`src/design/ubds_pkg.sv`:
```
package ubds_pkg;

   localparam int DIV_W = 44;
   localparam int DVR_W = 32;
   localparam int LEN_W = 6;

   localparam logic [LEN_W-1:0] LEN_CLOCK = 6'd32;
   localparam logic [LEN_W-1:0] LEN_FRAC  = 6'd36;
   localparam logic [LEN_W-1:0] LEN_SYNTH = 6'd44;

   localparam logic [31:0] RESET_CLOCK    = 32'd48000000;
   localparam logic [31:0] FALLBACK_CLOCK = 32'd115200;
   localparam logic [31:0] SYNTH_DEFAULT  = 32'h0001ffff;
   localparam logic [7:0]  FRAC_DEFAULT   = 8'h10;

   localparam logic [1:0] MODE_PLAIN = 2'd0;
   localparam logic [1:0] MODE_FRAC  = 2'd1;
   localparam logic [1:0] MODE_SYNTH = 2'd2;

   localparam logic [1:0] CSR_CLOCK = 2'd0;
   localparam logic [1:0] CSR_MODE  = 2'd1;

   typedef struct packed {
      logic             start;
      logic [LEN_W-1:0] len;
   } div_ctl_type;

   typedef struct packed {
      logic busy;
      logic done;
   } div_sts_type;

endpackage

```
`src/design/uart_baud_divisor_search_core.sv`:
```
// channel   ports                               role
// req       req_valid/req_ready, baud_rate      requested baud rate in
// rsp       rsp_valid/rsp_ready, 4 fields       divisor settings out
// csr       csr_valid/csr_ready, index, data    clock and mode registers
//
// One shared restoring divider does every division, one quotient bit per cycle.
// Plain mode: one 32-bit division. Fractional mode: two 32-bit divisions plus
// 120 candidates of a 36-bit division and one compare. Synthesizer mode:
// plain division plus 16 candidates of two 44-bit divisions. req_ready is
// low from acceptance until the result transaction completes; a stalled
// result holds. Reset is synchronous.
module uart_baud_divisor_search_core (
   input  logic        clock,
   input  logic        reset,
   input  logic        req_valid,
   output logic        req_ready,
   input  logic [23:0] req_baud_rate,
   output logic        rsp_valid,
   input  logic        rsp_ready,
   output logic [31:0] rsp_divisor_word,
   output logic [7:0]  rsp_fractional_setting,
   output logic        rsp_fractional_valid,
   output logic        rsp_divide_error,
   input  logic        csr_valid,
   output logic        csr_ready,
   input  logic [1:0]  csr_index,
   input  logic [31:0] csr_data
);

   typedef enum logic [7:0] {
      ST_IDLE     = 8'b0000_0001,
      ST_PLAIN    = 8'b0000_0010,
      ST_RATE     = 8'b0000_0100,
      ST_FRAC     = 8'b0000_1000,
      ST_SYN_FOUT = 8'b0001_0000,
      ST_SYN_ACT  = 8'b0010_0000,
      ST_EVAL     = 8'b0100_0000,
      ST_DONE     = 8'b1000_0000
   } state_type;

   localparam logic [4:0] K_LAST   = 5'd16;
   localparam logic [3:0] MUL_LAST = 4'd15;

   state_type   state_ff, state_in;
   logic        go_ff, go_in;
   logic [31:0] cfg_clock_ff, cfg_clock_in;
   logic [1:0]  cfg_mode_ff, cfg_mode_in;
   logic [23:0] baud_ff, baud_in;
   logic [31:0] clk_ff, clk_in;
   logic [1:0]  mode_ff, mode_in;
   logic [31:0] word_ff, word_in;
   logic [31:0] rate_ff, rate_in;
   logic [3:0]  mul_ff, mul_in;
   logic [3:0]  add_ff, add_in;
   logic [4:0]  k_ff, k_in;
   logic [43:0] n_ff, n_in;
   logic [43:0] num_ff, num_in;
   logic [15:0] fout_ff, fout_in;
   logic [43:0] actual_ff, actual_in;
   logic [23:0] best_ff, best_in;
   logic [7:0]  frac_ff, frac_in;
   logic        fvalid_ff, fvalid_in;
   logic        derr_ff, derr_in;

   ubds_pkg::div_ctl_type div_ctl;
   ubds_pkg::div_sts_type div_sts;
   logic [ubds_pkg::DIV_W-1:0] div_dividend;
   logic [ubds_pkg::DVR_W-1:0] div_divisor;
   logic [ubds_pkg::DIV_W-1:0] div_quotient;
   logic [ubds_pkg::DVR_W-1:0] div_remainder;

   logic [43:0] baud_wide;
   logic [43:0] syn_num;
   logic [15:0] fin;
   logic [35:0] frac_prod;
   logic [43:0] err_up, err_dn, err;
   logic        better;
   logic [31:0] plain_val;
   logic        req_fire;

   assign req_ready = state_ff == ST_IDLE;
   assign rsp_valid = state_ff == ST_DONE;
   assign csr_ready = 1'b1;
   assign req_fire  = req_valid && req_ready;

   assign baud_wide = {20'b0, baud_ff};
   assign syn_num   = ((baud_wide << k_ff) - baud_wide) << 4;
   assign fin       = 16'((17'd1 << k_ff) - 17'd1);
   assign frac_prod = {4'b0, rate_ff} * {32'b0, mul_ff};
   assign err_up    = actual_ff - baud_wide;
   assign err_dn    = baud_wide - actual_ff;
   assign err       = (actual_ff >= baud_wide) ? err_up : err_dn;
   assign better    = err < {20'b0, best_ff};

   always_comb begin
      div_ctl.start = go_ff;
      div_dividend  = {12'b0, clk_ff};
      div_divisor   = clk_ff;
      case (state_ff)
         ST_PLAIN: begin
            div_ctl.len = ubds_pkg::LEN_CLOCK;
            div_divisor = {4'b0, baud_ff, 4'b0};
         end
         ST_RATE: begin
            div_ctl.len = ubds_pkg::LEN_CLOCK;
            div_divisor = {word_ff[27:0], 4'b0};
         end
         ST_FRAC: begin
            div_ctl.len  = ubds_pkg::LEN_FRAC;
            div_dividend = {8'b0, frac_prod};
            div_divisor  = {27'b0, 5'({1'b0, mul_ff} + {1'b0, add_ff})};
         end
         ST_SYN_FOUT: begin
            div_ctl.len  = ubds_pkg::LEN_SYNTH;
            div_dividend = syn_num;
         end
         ST_SYN_ACT: begin
            div_ctl.len  = ubds_pkg::LEN_SYNTH;
            div_dividend = num_ff;
            div_divisor  = {12'b0, fin, 4'b0};
         end
         default: begin
            div_ctl.len = ubds_pkg::LEN_SYNTH;
         end
      endcase
   end

   ubds_divider u_divider (
      .clock     (clock),
      .reset     (reset),
      .ctl       (div_ctl),
      .dividend  (div_dividend),
      .divisor   (div_divisor),
      .sts       (div_sts),
      .quotient  (div_quotient),
      .remainder (div_remainder)
   );

   always_comb begin
      state_in     = state_ff;
      cfg_clock_in = cfg_clock_ff;
      cfg_mode_in  = cfg_mode_ff;
      baud_in      = baud_ff;
      clk_in       = clk_ff;
      mode_in      = mode_ff;
      word_in      = word_ff;
      rate_in      = rate_ff;
      mul_in       = mul_ff;
      add_in       = add_ff;
      k_in         = k_ff;
      n_in         = n_ff;
      num_in       = num_ff;
      fout_in      = fout_ff;
      actual_in    = actual_ff;
      best_in      = best_ff;
      frac_in      = frac_ff;
      fvalid_in    = fvalid_ff;
      derr_in      = derr_ff;
      plain_val    = div_quotient[31:0];

      if (csr_valid && csr_ready) begin
         case (csr_index)
            ubds_pkg::CSR_CLOCK: cfg_clock_in = csr_data;
            ubds_pkg::CSR_MODE:  cfg_mode_in  = csr_data[1:0];
            default: ;
         endcase
      end

      case (state_ff)
         ST_IDLE: begin
            if (req_fire) begin
               baud_in   = req_baud_rate;
               clk_in    = (cfg_clock_ff == 32'd0) ? ubds_pkg::FALLBACK_CLOCK : cfg_clock_ff;
               mode_in   = cfg_mode_ff;
               frac_in   = ubds_pkg::FRAC_DEFAULT;
               fvalid_in = 1'b0;
               derr_in   = 1'b0;
               best_in   = req_baud_rate;
               word_in   = '0;
               if (req_baud_rate != 24'd0) begin
                  state_in = ST_PLAIN;
               end else if (cfg_mode_ff == ubds_pkg::MODE_SYNTH) begin
                  word_in  = ubds_pkg::SYNTH_DEFAULT;
                  k_in     = 5'd1;
                  state_in = ST_SYN_FOUT;
               end else if (cfg_mode_ff == ubds_pkg::MODE_FRAC) begin
                  derr_in  = 1'b1;
                  state_in = ST_DONE;
               end else begin
                  state_in = ST_DONE;
               end
            end
         end
         ST_PLAIN: begin
            if (div_sts.done) begin
               word_in = plain_val;
               if (mode_ff == ubds_pkg::MODE_SYNTH) begin
                  word_in  = ubds_pkg::SYNTH_DEFAULT;
                  k_in     = 5'd1;
                  state_in = ST_SYN_FOUT;
               end else if (mode_ff == ubds_pkg::MODE_FRAC) begin
                  if (plain_val == 32'd0) begin
                     derr_in  = 1'b1;
                     state_in = ST_DONE;
                  end else begin
                     state_in = ST_RATE;
                  end
               end else begin
                  state_in = ST_DONE;
               end
            end
         end
         ST_RATE: begin
            if (div_sts.done) begin
               rate_in  = div_quotient[31:0];
               mul_in   = 4'd1;
               add_in   = 4'd0;
               state_in = ST_FRAC;
            end
         end
         ST_FRAC: begin
            if (div_sts.done) begin
               actual_in = div_quotient;
               state_in  = ST_EVAL;
            end
         end
         ST_SYN_FOUT: begin
            if (go_ff) begin
               n_in = syn_num;
            end
            if (div_sts.done) begin
               fout_in  = div_quotient[15:0];
               num_in   = n_ff - {12'b0, div_remainder};
               state_in = ST_SYN_ACT;
            end
         end
         ST_SYN_ACT: begin
            if (div_sts.done) begin
               actual_in = div_quotient;
               state_in  = ST_EVAL;
            end
         end
         ST_EVAL: begin
            if (better) begin
               best_in = err[23:0];
            end
            if (mode_ff == ubds_pkg::MODE_SYNTH) begin
               if (better) begin
                  word_in = {fout_ff, fin};
               end
               if (k_ff == K_LAST) begin
                  state_in = ST_DONE;
               end else begin
                  k_in     = k_ff + 5'd1;
                  state_in = ST_SYN_FOUT;
               end
            end else begin
               if (better) begin
                  frac_in = {mul_ff, add_ff};
               end
               if (add_ff + 4'd1 != mul_ff) begin
                  add_in   = add_ff + 4'd1;
                  state_in = ST_FRAC;
               end else if (mul_ff == MUL_LAST) begin
                  fvalid_in = 1'b1;
                  state_in  = ST_DONE;
               end else begin
                  mul_in   = mul_ff + 4'd1;
                  add_in   = 4'd0;
                  state_in = ST_FRAC;
               end
            end
         end
         ST_DONE: begin
            if (rsp_ready) begin
               state_in = ST_IDLE;
            end
         end
         default: begin
            state_in = ST_IDLE;
         end
      endcase

      go_in = (state_in != state_ff) &&
              (state_in == ST_PLAIN || state_in == ST_RATE || state_in == ST_FRAC ||
               state_in == ST_SYN_FOUT || state_in == ST_SYN_ACT);
   end

   always_ff @(posedge clock) begin
      if (reset) begin
         state_ff     <= ST_IDLE;
         go_ff        <= 1'b0;
         cfg_clock_ff <= ubds_pkg::RESET_CLOCK;
         cfg_mode_ff  <= ubds_pkg::MODE_PLAIN;
      end else begin
         state_ff     <= state_in;
         go_ff        <= go_in;
         cfg_clock_ff <= cfg_clock_in;
         cfg_mode_ff  <= cfg_mode_in;
      end
      baud_ff   <= baud_in;
      clk_ff    <= clk_in;
      mode_ff   <= mode_in;
      word_ff   <= word_in;
      rate_ff   <= rate_in;
      mul_ff    <= mul_in;
      add_ff    <= add_in;
      k_ff      <= k_in;
      n_ff      <= n_in;
      num_ff    <= num_in;
      fout_ff   <= fout_in;
      actual_ff <= actual_in;
      best_ff   <= best_in;
      frac_ff   <= frac_in;
      fvalid_ff <= fvalid_in;
      derr_ff   <= derr_in;
   end

   assign rsp_divisor_word       = word_ff;
   assign rsp_fractional_setting = frac_ff;
   assign rsp_fractional_valid   = fvalid_ff;
   assign rsp_divide_error       = derr_ff;

`ifndef SYNTHESIS
   a_start_when_free: assert property (@(posedge clock) disable iff (reset)
      div_ctl.start |-> !div_sts.busy)
      else $error("divider started while busy");

   a_no_accept_while_holding: assert property (@(posedge clock) disable iff (reset)
      rsp_valid |-> !req_ready)
      else $error("input ready while a result transaction is pending");

   a_flags_exclusive: assert property (@(posedge clock) disable iff (reset)
      rsp_valid |-> !(rsp_fractional_valid && rsp_divide_error))
      else $error("fractional result and divide error both set");

   a_done_in_div_state: assert property (@(posedge clock) disable iff (reset)
      div_sts.done |-> (state_ff == ST_PLAIN || state_ff == ST_RATE || state_ff == ST_FRAC ||
                        state_ff == ST_SYN_FOUT || state_ff == ST_SYN_ACT))
      else $error("divider finished outside a division step");
`endif

endmodule

```
`src/design/ubds_divider.sv`:
```
module ubds_divider (
   input  logic                         clock,
   input  logic                         reset,
   input  ubds_pkg::div_ctl_type        ctl,
   input  logic [ubds_pkg::DIV_W-1:0]   dividend,
   input  logic [ubds_pkg::DVR_W-1:0]   divisor,
   output ubds_pkg::div_sts_type        sts,
   output logic [ubds_pkg::DIV_W-1:0]   quotient,
   output logic [ubds_pkg::DVR_W-1:0]   remainder
);

   localparam logic [ubds_pkg::LEN_W-1:0] FULL_LEN = ubds_pkg::LEN_W'(ubds_pkg::DIV_W);

   logic                         busy_ff, busy_in;
   logic                         done_ff, done_in;
   logic [ubds_pkg::LEN_W-1:0]   count_ff, count_in;
   logic [ubds_pkg::DIV_W-1:0]   quo_ff, quo_in;
   logic [ubds_pkg::DVR_W-1:0]   rem_ff, rem_in;
   logic [ubds_pkg::DVR_W-1:0]   dvr_ff, dvr_in;

   logic [ubds_pkg::DVR_W:0]     shifted;
   logic [ubds_pkg::DVR_W:0]     trial;
   logic                         fits;

   assign shifted = {rem_ff, quo_ff[ubds_pkg::DIV_W-1]};
   assign trial   = shifted - {1'b0, dvr_ff};
   assign fits    = shifted >= {1'b0, dvr_ff};

   always_comb begin
      busy_in  = busy_ff;
      done_in  = 1'b0;
      count_in = count_ff;
      quo_in   = quo_ff;
      rem_in   = rem_ff;
      dvr_in   = dvr_ff;
      if (ctl.start) begin
         busy_in  = 1'b1;
         count_in = ctl.len;
         quo_in   = dividend << (FULL_LEN - ctl.len);
         rem_in   = '0;
         dvr_in   = divisor;
      end else if (busy_ff) begin
         quo_in   = {quo_ff[ubds_pkg::DIV_W-2:0], fits};
         rem_in   = fits ? trial[ubds_pkg::DVR_W-1:0] : shifted[ubds_pkg::DVR_W-1:0];
         count_in = count_ff - 1'b1;
         if (count_ff == ubds_pkg::LEN_W'(1)) begin
            busy_in = 1'b0;
            done_in = 1'b1;
         end
      end
   end

   always_ff @(posedge clock) begin
      if (reset) begin
         busy_ff  <= 1'b0;
         done_ff  <= 1'b0;
         count_ff <= '0;
      end else begin
         busy_ff  <= busy_in;
         done_ff  <= done_in;
         count_ff <= count_in;
      end
      quo_ff <= quo_in;
      rem_ff <= rem_in;
      dvr_ff <= dvr_in;
   end

   assign sts.busy  = busy_ff;
   assign sts.done  = done_ff;
   assign quotient  = quo_ff;
   assign remainder = rem_ff;

endmodule

```
`config.mk`:
```
export PLATFORM = sky130hd
export DESIGN_NAME = uart_baud_divisor_search_core
export DESIGN_NICKNAME = d
export VERILOG_FILES = /design/src/design/ubds_pkg.sv /design/src/design/uart_baud_divisor_search_core.sv /design/src/design/ubds_divider.sv
export SDC_FILE = /design/constraint.sdc
export NUM_CORES = 1
export LEC_CHECK = 0
export BUFFER_PORTS_ARGS = -buffer_cell sky130_fd_sc_hd__buf_2
export CORE_MARGIN = 2
export CORE_UTILIZATION = 42
export DETAILED_ROUTE_END_ITERATION = 8
export PLACE_DENSITY_LB_ADDON = 0.08
export SLEW_MARGIN = 20
export SYNTH_ARGS = -nofsm -noshare
export SYNTH_HDL_FRONTEND = slang
export SYNTH_HIERARCHICAL = 1
export SYNTH_SLANG_ARGS = --single-unit
```
`constraint.sdc`:
```
create_clock -name clock -period 20.9 [get_ports clock]
set_input_delay 4.18 -clock clock [delete_from_list [all_inputs] [get_ports clock]]
set_output_delay 4.18 -clock clock [all_outputs]
set_load 0.02 [all_outputs]
```
* Yosys cells after proc, flatten, opt, wreduce, memory -nomap -nowiden
Cells that the tools add are included.
** Cells by class
- Order comparisons :: 3
- $mul :: 1
- Equality and inequality tests :: 40
- Shifts and indexed selects :: 3
- Bitwise logic cells :: 1
- Mux-type cells :: 76
- Reductions and logical operators :: 33
- $add $sub $neg :: 12
** Operator list (number)
- 2-to-1 mux 32 bit :: 6
- 2-to-1 mux 8 bit :: 18
- 2-to-1 mux 44 bit :: 3
- one-hot mux 44 bit (3 select lines) :: 1
- one-hot mux 32 bit (4 select lines) :: 1
- one-hot mux 32 bit (3 select lines) :: 1
- zero test 32 bit :: 2
- one-hot mux 8 bit (7 select lines) :: 1
- 2-to-1 mux 24 bit :: 2
- one-hot mux 24 bit (2 select lines) :: 1
- greater-or-equal comparator 44 x 24 -> 1 bit :: 1
- < comparator 44 x 24 -> 1 bit :: 1
- left shift 44 x 6 -> 44 bit :: 1
- subtractor 24 x 44 -> 44 bit :: 1
- subtractor 44 x 24 -> 44 bit :: 1
- subtractor 44 x 32 -> 44 bit :: 1
- left shift 24 x 5 -> 40 bit :: 1
- subtractor 40 x 24 -> 40 bit :: 1
- multiplier 32 x 4 -> 36 bit :: 1
- 2-to-1 mux 5 bit :: 7
- 2-to-1 mux 17 bit :: 2
- greater-or-equal comparator 33 x 32 -> 1 bit :: 1
- 2-to-1 mux 4 bit :: 8
- subtractor 32 bit :: 1
- other kinds (46) :: 105
** Word-level totals
- Bits of input ports :: 63
- Output and inout bits :: 45
- Word-level logic and storage cells :: 195
- Register bits :: 472

* Longest topological paths before layout
- Depth in word-level cells :: 12
- Mapped depth :: 29
- Depth with buffers taken out :: 26

* Cells and area by module
Netlist, hierarchy kept.
** By module, submodules not included
- uart_baud_divisor_search_core :: instances 1, cells an instance 2923, area each 27486.4 µm², sequential area each 10259.8 µm²
- ubds_divider :: instances 1, cells an instance 1017, area each 8838.5 µm², sequential area each 3083.0 µm²

* Worst setup path before layout
No wires, ideal clock.
- Path type :: register to register
- From :: reg baud_ff[0]
- To :: reg word_ff[0], in the netlist rsp_divisor_word[0], enable pin
- Clock period less this slack :: 7.019 ns
- Required time :: 20.468 ns
- Arrival :: 6.587 ns
- Setup time :: 0.432 ns
- Stages on the path, launching flop included :: 23
- Buffers on the path :: 2
- Setup slack :: 13.881 ns
- Cell sequence :: edfxtp_1 -> ha_1 -> inv_1 -> fa_1 -> a211oi_1 -> o21ai_0 -> a21oi_1 -> o21ai_1 -> nor2_1 -> buf_2 -> buf_1 -> a211oi_1 -> a21oi_1 -> xor2_1 -> ha_1 -> a21o_1 -> a211o_1 -> o311ai_0 -> nand4_1 -> or4_1 -> nor4b_2 -> o2111ai_1 -> a21oi_1
** On the way
- Cells in the longest elaborated chain, start to end :: 5
- Elaborated cells on any way between the ends :: 7
- Classes of those cells :: add/sub: 2; order compare: 2; eq/ne: 1; mux: 1; reduce/logical: 1
** RTL lines
- start, declared :: RTL line uart_baud_divisor_search_core.sv:48 : logic [23:0] baud_ff, baud_in;
- start signal, assigned :: RTL line uart_baud_divisor_search_core.sv:301 : baud_ff <= baud_in;
- subtractor 24 x 44 -> 44 bit, or another cell as far along :: RTL line uart_baud_divisor_search_core.sv:91 : assign err_dn = baud_wide - actual_ff;
- 2-to-1 mux 44 bit (*) :: RTL line uart_baud_divisor_search_core.sv:92 : assign err = (actual_ff >= baud_wide) ? err_up : err_dn;
- < comparator 44 x 24 -> 1 bit (*) :: RTL line uart_baud_divisor_search_core.sv:93 : assign better = err < {20'b0, best_ff};
- != test 2 bit (no line) (*)
- AND reduction 5 bit (no line) (*)
- end signal, assigned :: RTL line uart_baud_divisor_search_core.sv:304 : word_ff <= word_in;
- end, declared :: RTL line uart_baud_divisor_search_core.sv:51 : logic [31:0] word_ff, word_in;
Mark *: on every way between the ends. The rest lies on a longest branch, timed or not.
A chain may end at the register's enable or synchronous reset.

* Final worst setup path
- From :: reg baud_ff[20]
- To :: reg word_ff[15], in the netlist rsp_divisor_word[15], enable pin
The elaborated chain is that of the path after synthesis.

==> impl_metrics.tcl <==
set metrics [dict create \
    fin_area_um2 39810 \
    busiest_layer "met2" \
    dr.pass1.iters 8 \
    cts_made_buffers 55 \
    clockRootBuffer "clkbuf_16" \
    core_um2 85410 \
    yosysWarnings 6 \
    synthCells 3939 \
    fp-row-count 107 \
    status "finished clean" \
    finalHoldViolations 0 \
    fin_setup_tns_ns 0 \
    r2r_slack_ns 12.58 \
    reg2regPathDepth 20 \
    cts.reportedPaths.clkPinSlew_ns 0.06 \
    portBuffers 106 \
    worstHoldEndpoint "actual_ff[41]" \
    hold_depth 0 \
    grt_setup_unrepaired "false" \
    worst_pin_slew_ns 1.173 \
    clk_latency_ns 0.68 \
    grt_pass1_wl_um 209800 \
    cts_resized 0 \
    drive_above_1_share_pct 9.972 \
    die_area_um2 88840 \
    grt_usage_pct 32.10 \
    ant_nets 0 \
    cts.path.max_buffers 3 \
    hpwl_um 113900 \
    critPathKind "reg -> reg" \
    hp-start "u_divider/quotient[41]" \
    vias_per_cell 6.184 \
    grt_max_degree 60 \
    slew_violations 0 \
    finalWeightedCongestion 1.022 \
    first_iter_violations 4235 \
    met1_usage_pct 46.41 \
    slew_headroom_pct 21.71 \
    ios 108 \
    holdWs_ns 0.4470 \
    cp_slowest_cell "or2_1" \
    drc 0 \
    powerDensity_nw_per_um2 140.0 \
    critPathArrivalTime_ns 8.57 \
    area_growth_pct 9.622 \
    grt_use_met3_pct 7.190 \
    required_ns 21.16 \
    critPathMaxStageDelay_ns 0.69 \
    cts_setup_buffers 0 \
    vias 31660 \
    routed_wirelength_um 146100 \
    maxCapViolations 0 \
    htree_levels 2 \
    crit_fanout 22 \
    placed_cell_area_um2 37840 \
    worstReg2RegEnd "rsp_divisor_word[15]" \
    antenna_found_initial 8 \
    finalClockSkew_ns 0.09120 \
    grt_pass1_vias 29380 \
    syn_avg_cell_area_um2 9.220 \
    cts_tree "done" \
    min_period_ns 8.319 \
    vdd_drop_max_v 0.0001008 \
    max_freq_mhz 120.2 \
    wire_per_inst_um 28.55 \
    die_h_um 298.1 \
    worstReg2RegStart "baud_ff[20]" \
    clock-sinks 472 \
    syn-cell-area_um2 36320 \
    setup_violations 0 \
    cts_hold_repair.buffers 0 \
    cp-end-kind "flip-flop" \
    crit_chain "inv_1 -> ha_1 -> and4_1 -> nand4_1 -> or4_1 -> nand4_2 -> or2_1 -> a21oi_1 -> o221a_2 -> o21ai_0 -> xor2_1 -> ha_1 -> a211o_1 -> o311ai_0 -> nand4_1 -> or4_1 -> nor4b_2 -> o2111ai_1 -> a21oi_4 -> buf_4" \
    p_leak_nw 16.26 \
    grt-ovfl-total 0 \
    start_util_pct 42.52 \
    die_w_um 298.1 \
    fin_nets 4265 \
    grtUsageMet2_pct 46.93 \
    hold_class "reg -> reg" \
    cp-start-kind "flip-flop" \
    fin_crit_sh_pct 39.80 \
]
==> registers in the layout, summed over array words and instances, names as in the netlist, 16 cells and up <==
signal               count
cfg_clock_ff            32
baud_ff                 24
rate_ff                 32
u_divider/dvr_ff        32
fout_ff                 16
best_ff                 24
num_ff                  44
rsp_divisor_word        32
n_ff                    40
actual_ff               44
u_divider/remainder     32
clk_ff                  32
u_divider/quotient      44
==> power breakdown <==
group | internal (mW) | switching, mW | leakage (nW)
clock network | 0.600 | 0.422 | 0.946
logic | 0.985 | 1.97 | 11.0
registers | 1.33 | 0.265 | 4.30
total | 2.91 | 2.66 | 16.3
==> layout make-up <==
type	instances	area [um^2]
Fill cell	8437	45600
Multi-Input combinational cell	2942	21040
Sequential cell	472	13350
Clock buffer	68	1540
Tap cell	1144	1431
Inverter	291	1092
Timing Repair Buffer	163	958.4
Clock inverter	35	394.1
Antenna cell	4	10.01
==> how the worst max path moves through the flow <==
stage / start / end / slack (ns) / cells past startpoint
CTS: baud_ff[20] / best_ff[7] / 12.61 / 19
finish: baud_ff[20] / rsp_divisor_word[15] / 12.58 / 20
global placement: baud_ff[18] / rsp_fractional_setting[1] / 12.76 / 19
floorplan: baud_ff[0] / rsp_divisor_word[0] / 13.88 / 22
detailed placement: baud_ff[20] / best_ff[3] / 12.62 / 19
global route: baud_ff[20] / rsp_divisor_word[15] / 12.24 / 20
==> cell usage in the layout (no fill, tap or decap), drive strengths merged, types with 38 or more instances in the layout <==
cell type    n
xnor2      109
mux2i      112
inv        291
nand3       74
o22ai       38
o21ai      209
ha         212
nand4       39
and2        61
a211oi      62
nor3        63
buf        163
mux4        41
a22o        39
a21o        75
clkbuf      68
fa          65
dfxtp       83
nand2      488
xor2        76
nor2       285
a21oi      280
edfxtp     389
==> per-stage QoR <==
step	setup WS [ns]	total power, mW	util (%)	instances
global placement	12.76	4.471	44.30	5012
floorplan	13.88	3.364	-	3948
CTS	12.61	5.480	46.56	5115
global route	12.24	5.808	46.60	5116
detailed placement	12.62	4.441	44.30	5012
finish	12.58	5.574	46.61	5119
==> routing by layer <==
layer | vias to the layer above | share of wire, %
met4 | 0 | 4.1
met3 | 245 | 10
met5 | - | 0
met1 | 15480 | 44
li1 | 14270 | -
met2 | 1664 | 42
==> worst max-delay path: cells and delay by family, from the launching register on <==
family / cells / cell delay, ns
compound gates: 7 / 2.75
xor+xnor: 1 / 0.25
fa+ha+maj: 2 / 0.84
buf+inv: 2 / 0.56
flops: 1 / 0.52
simple gates: 8 / 3.01
Note: power is estimated with default switching activity, not from simulation.
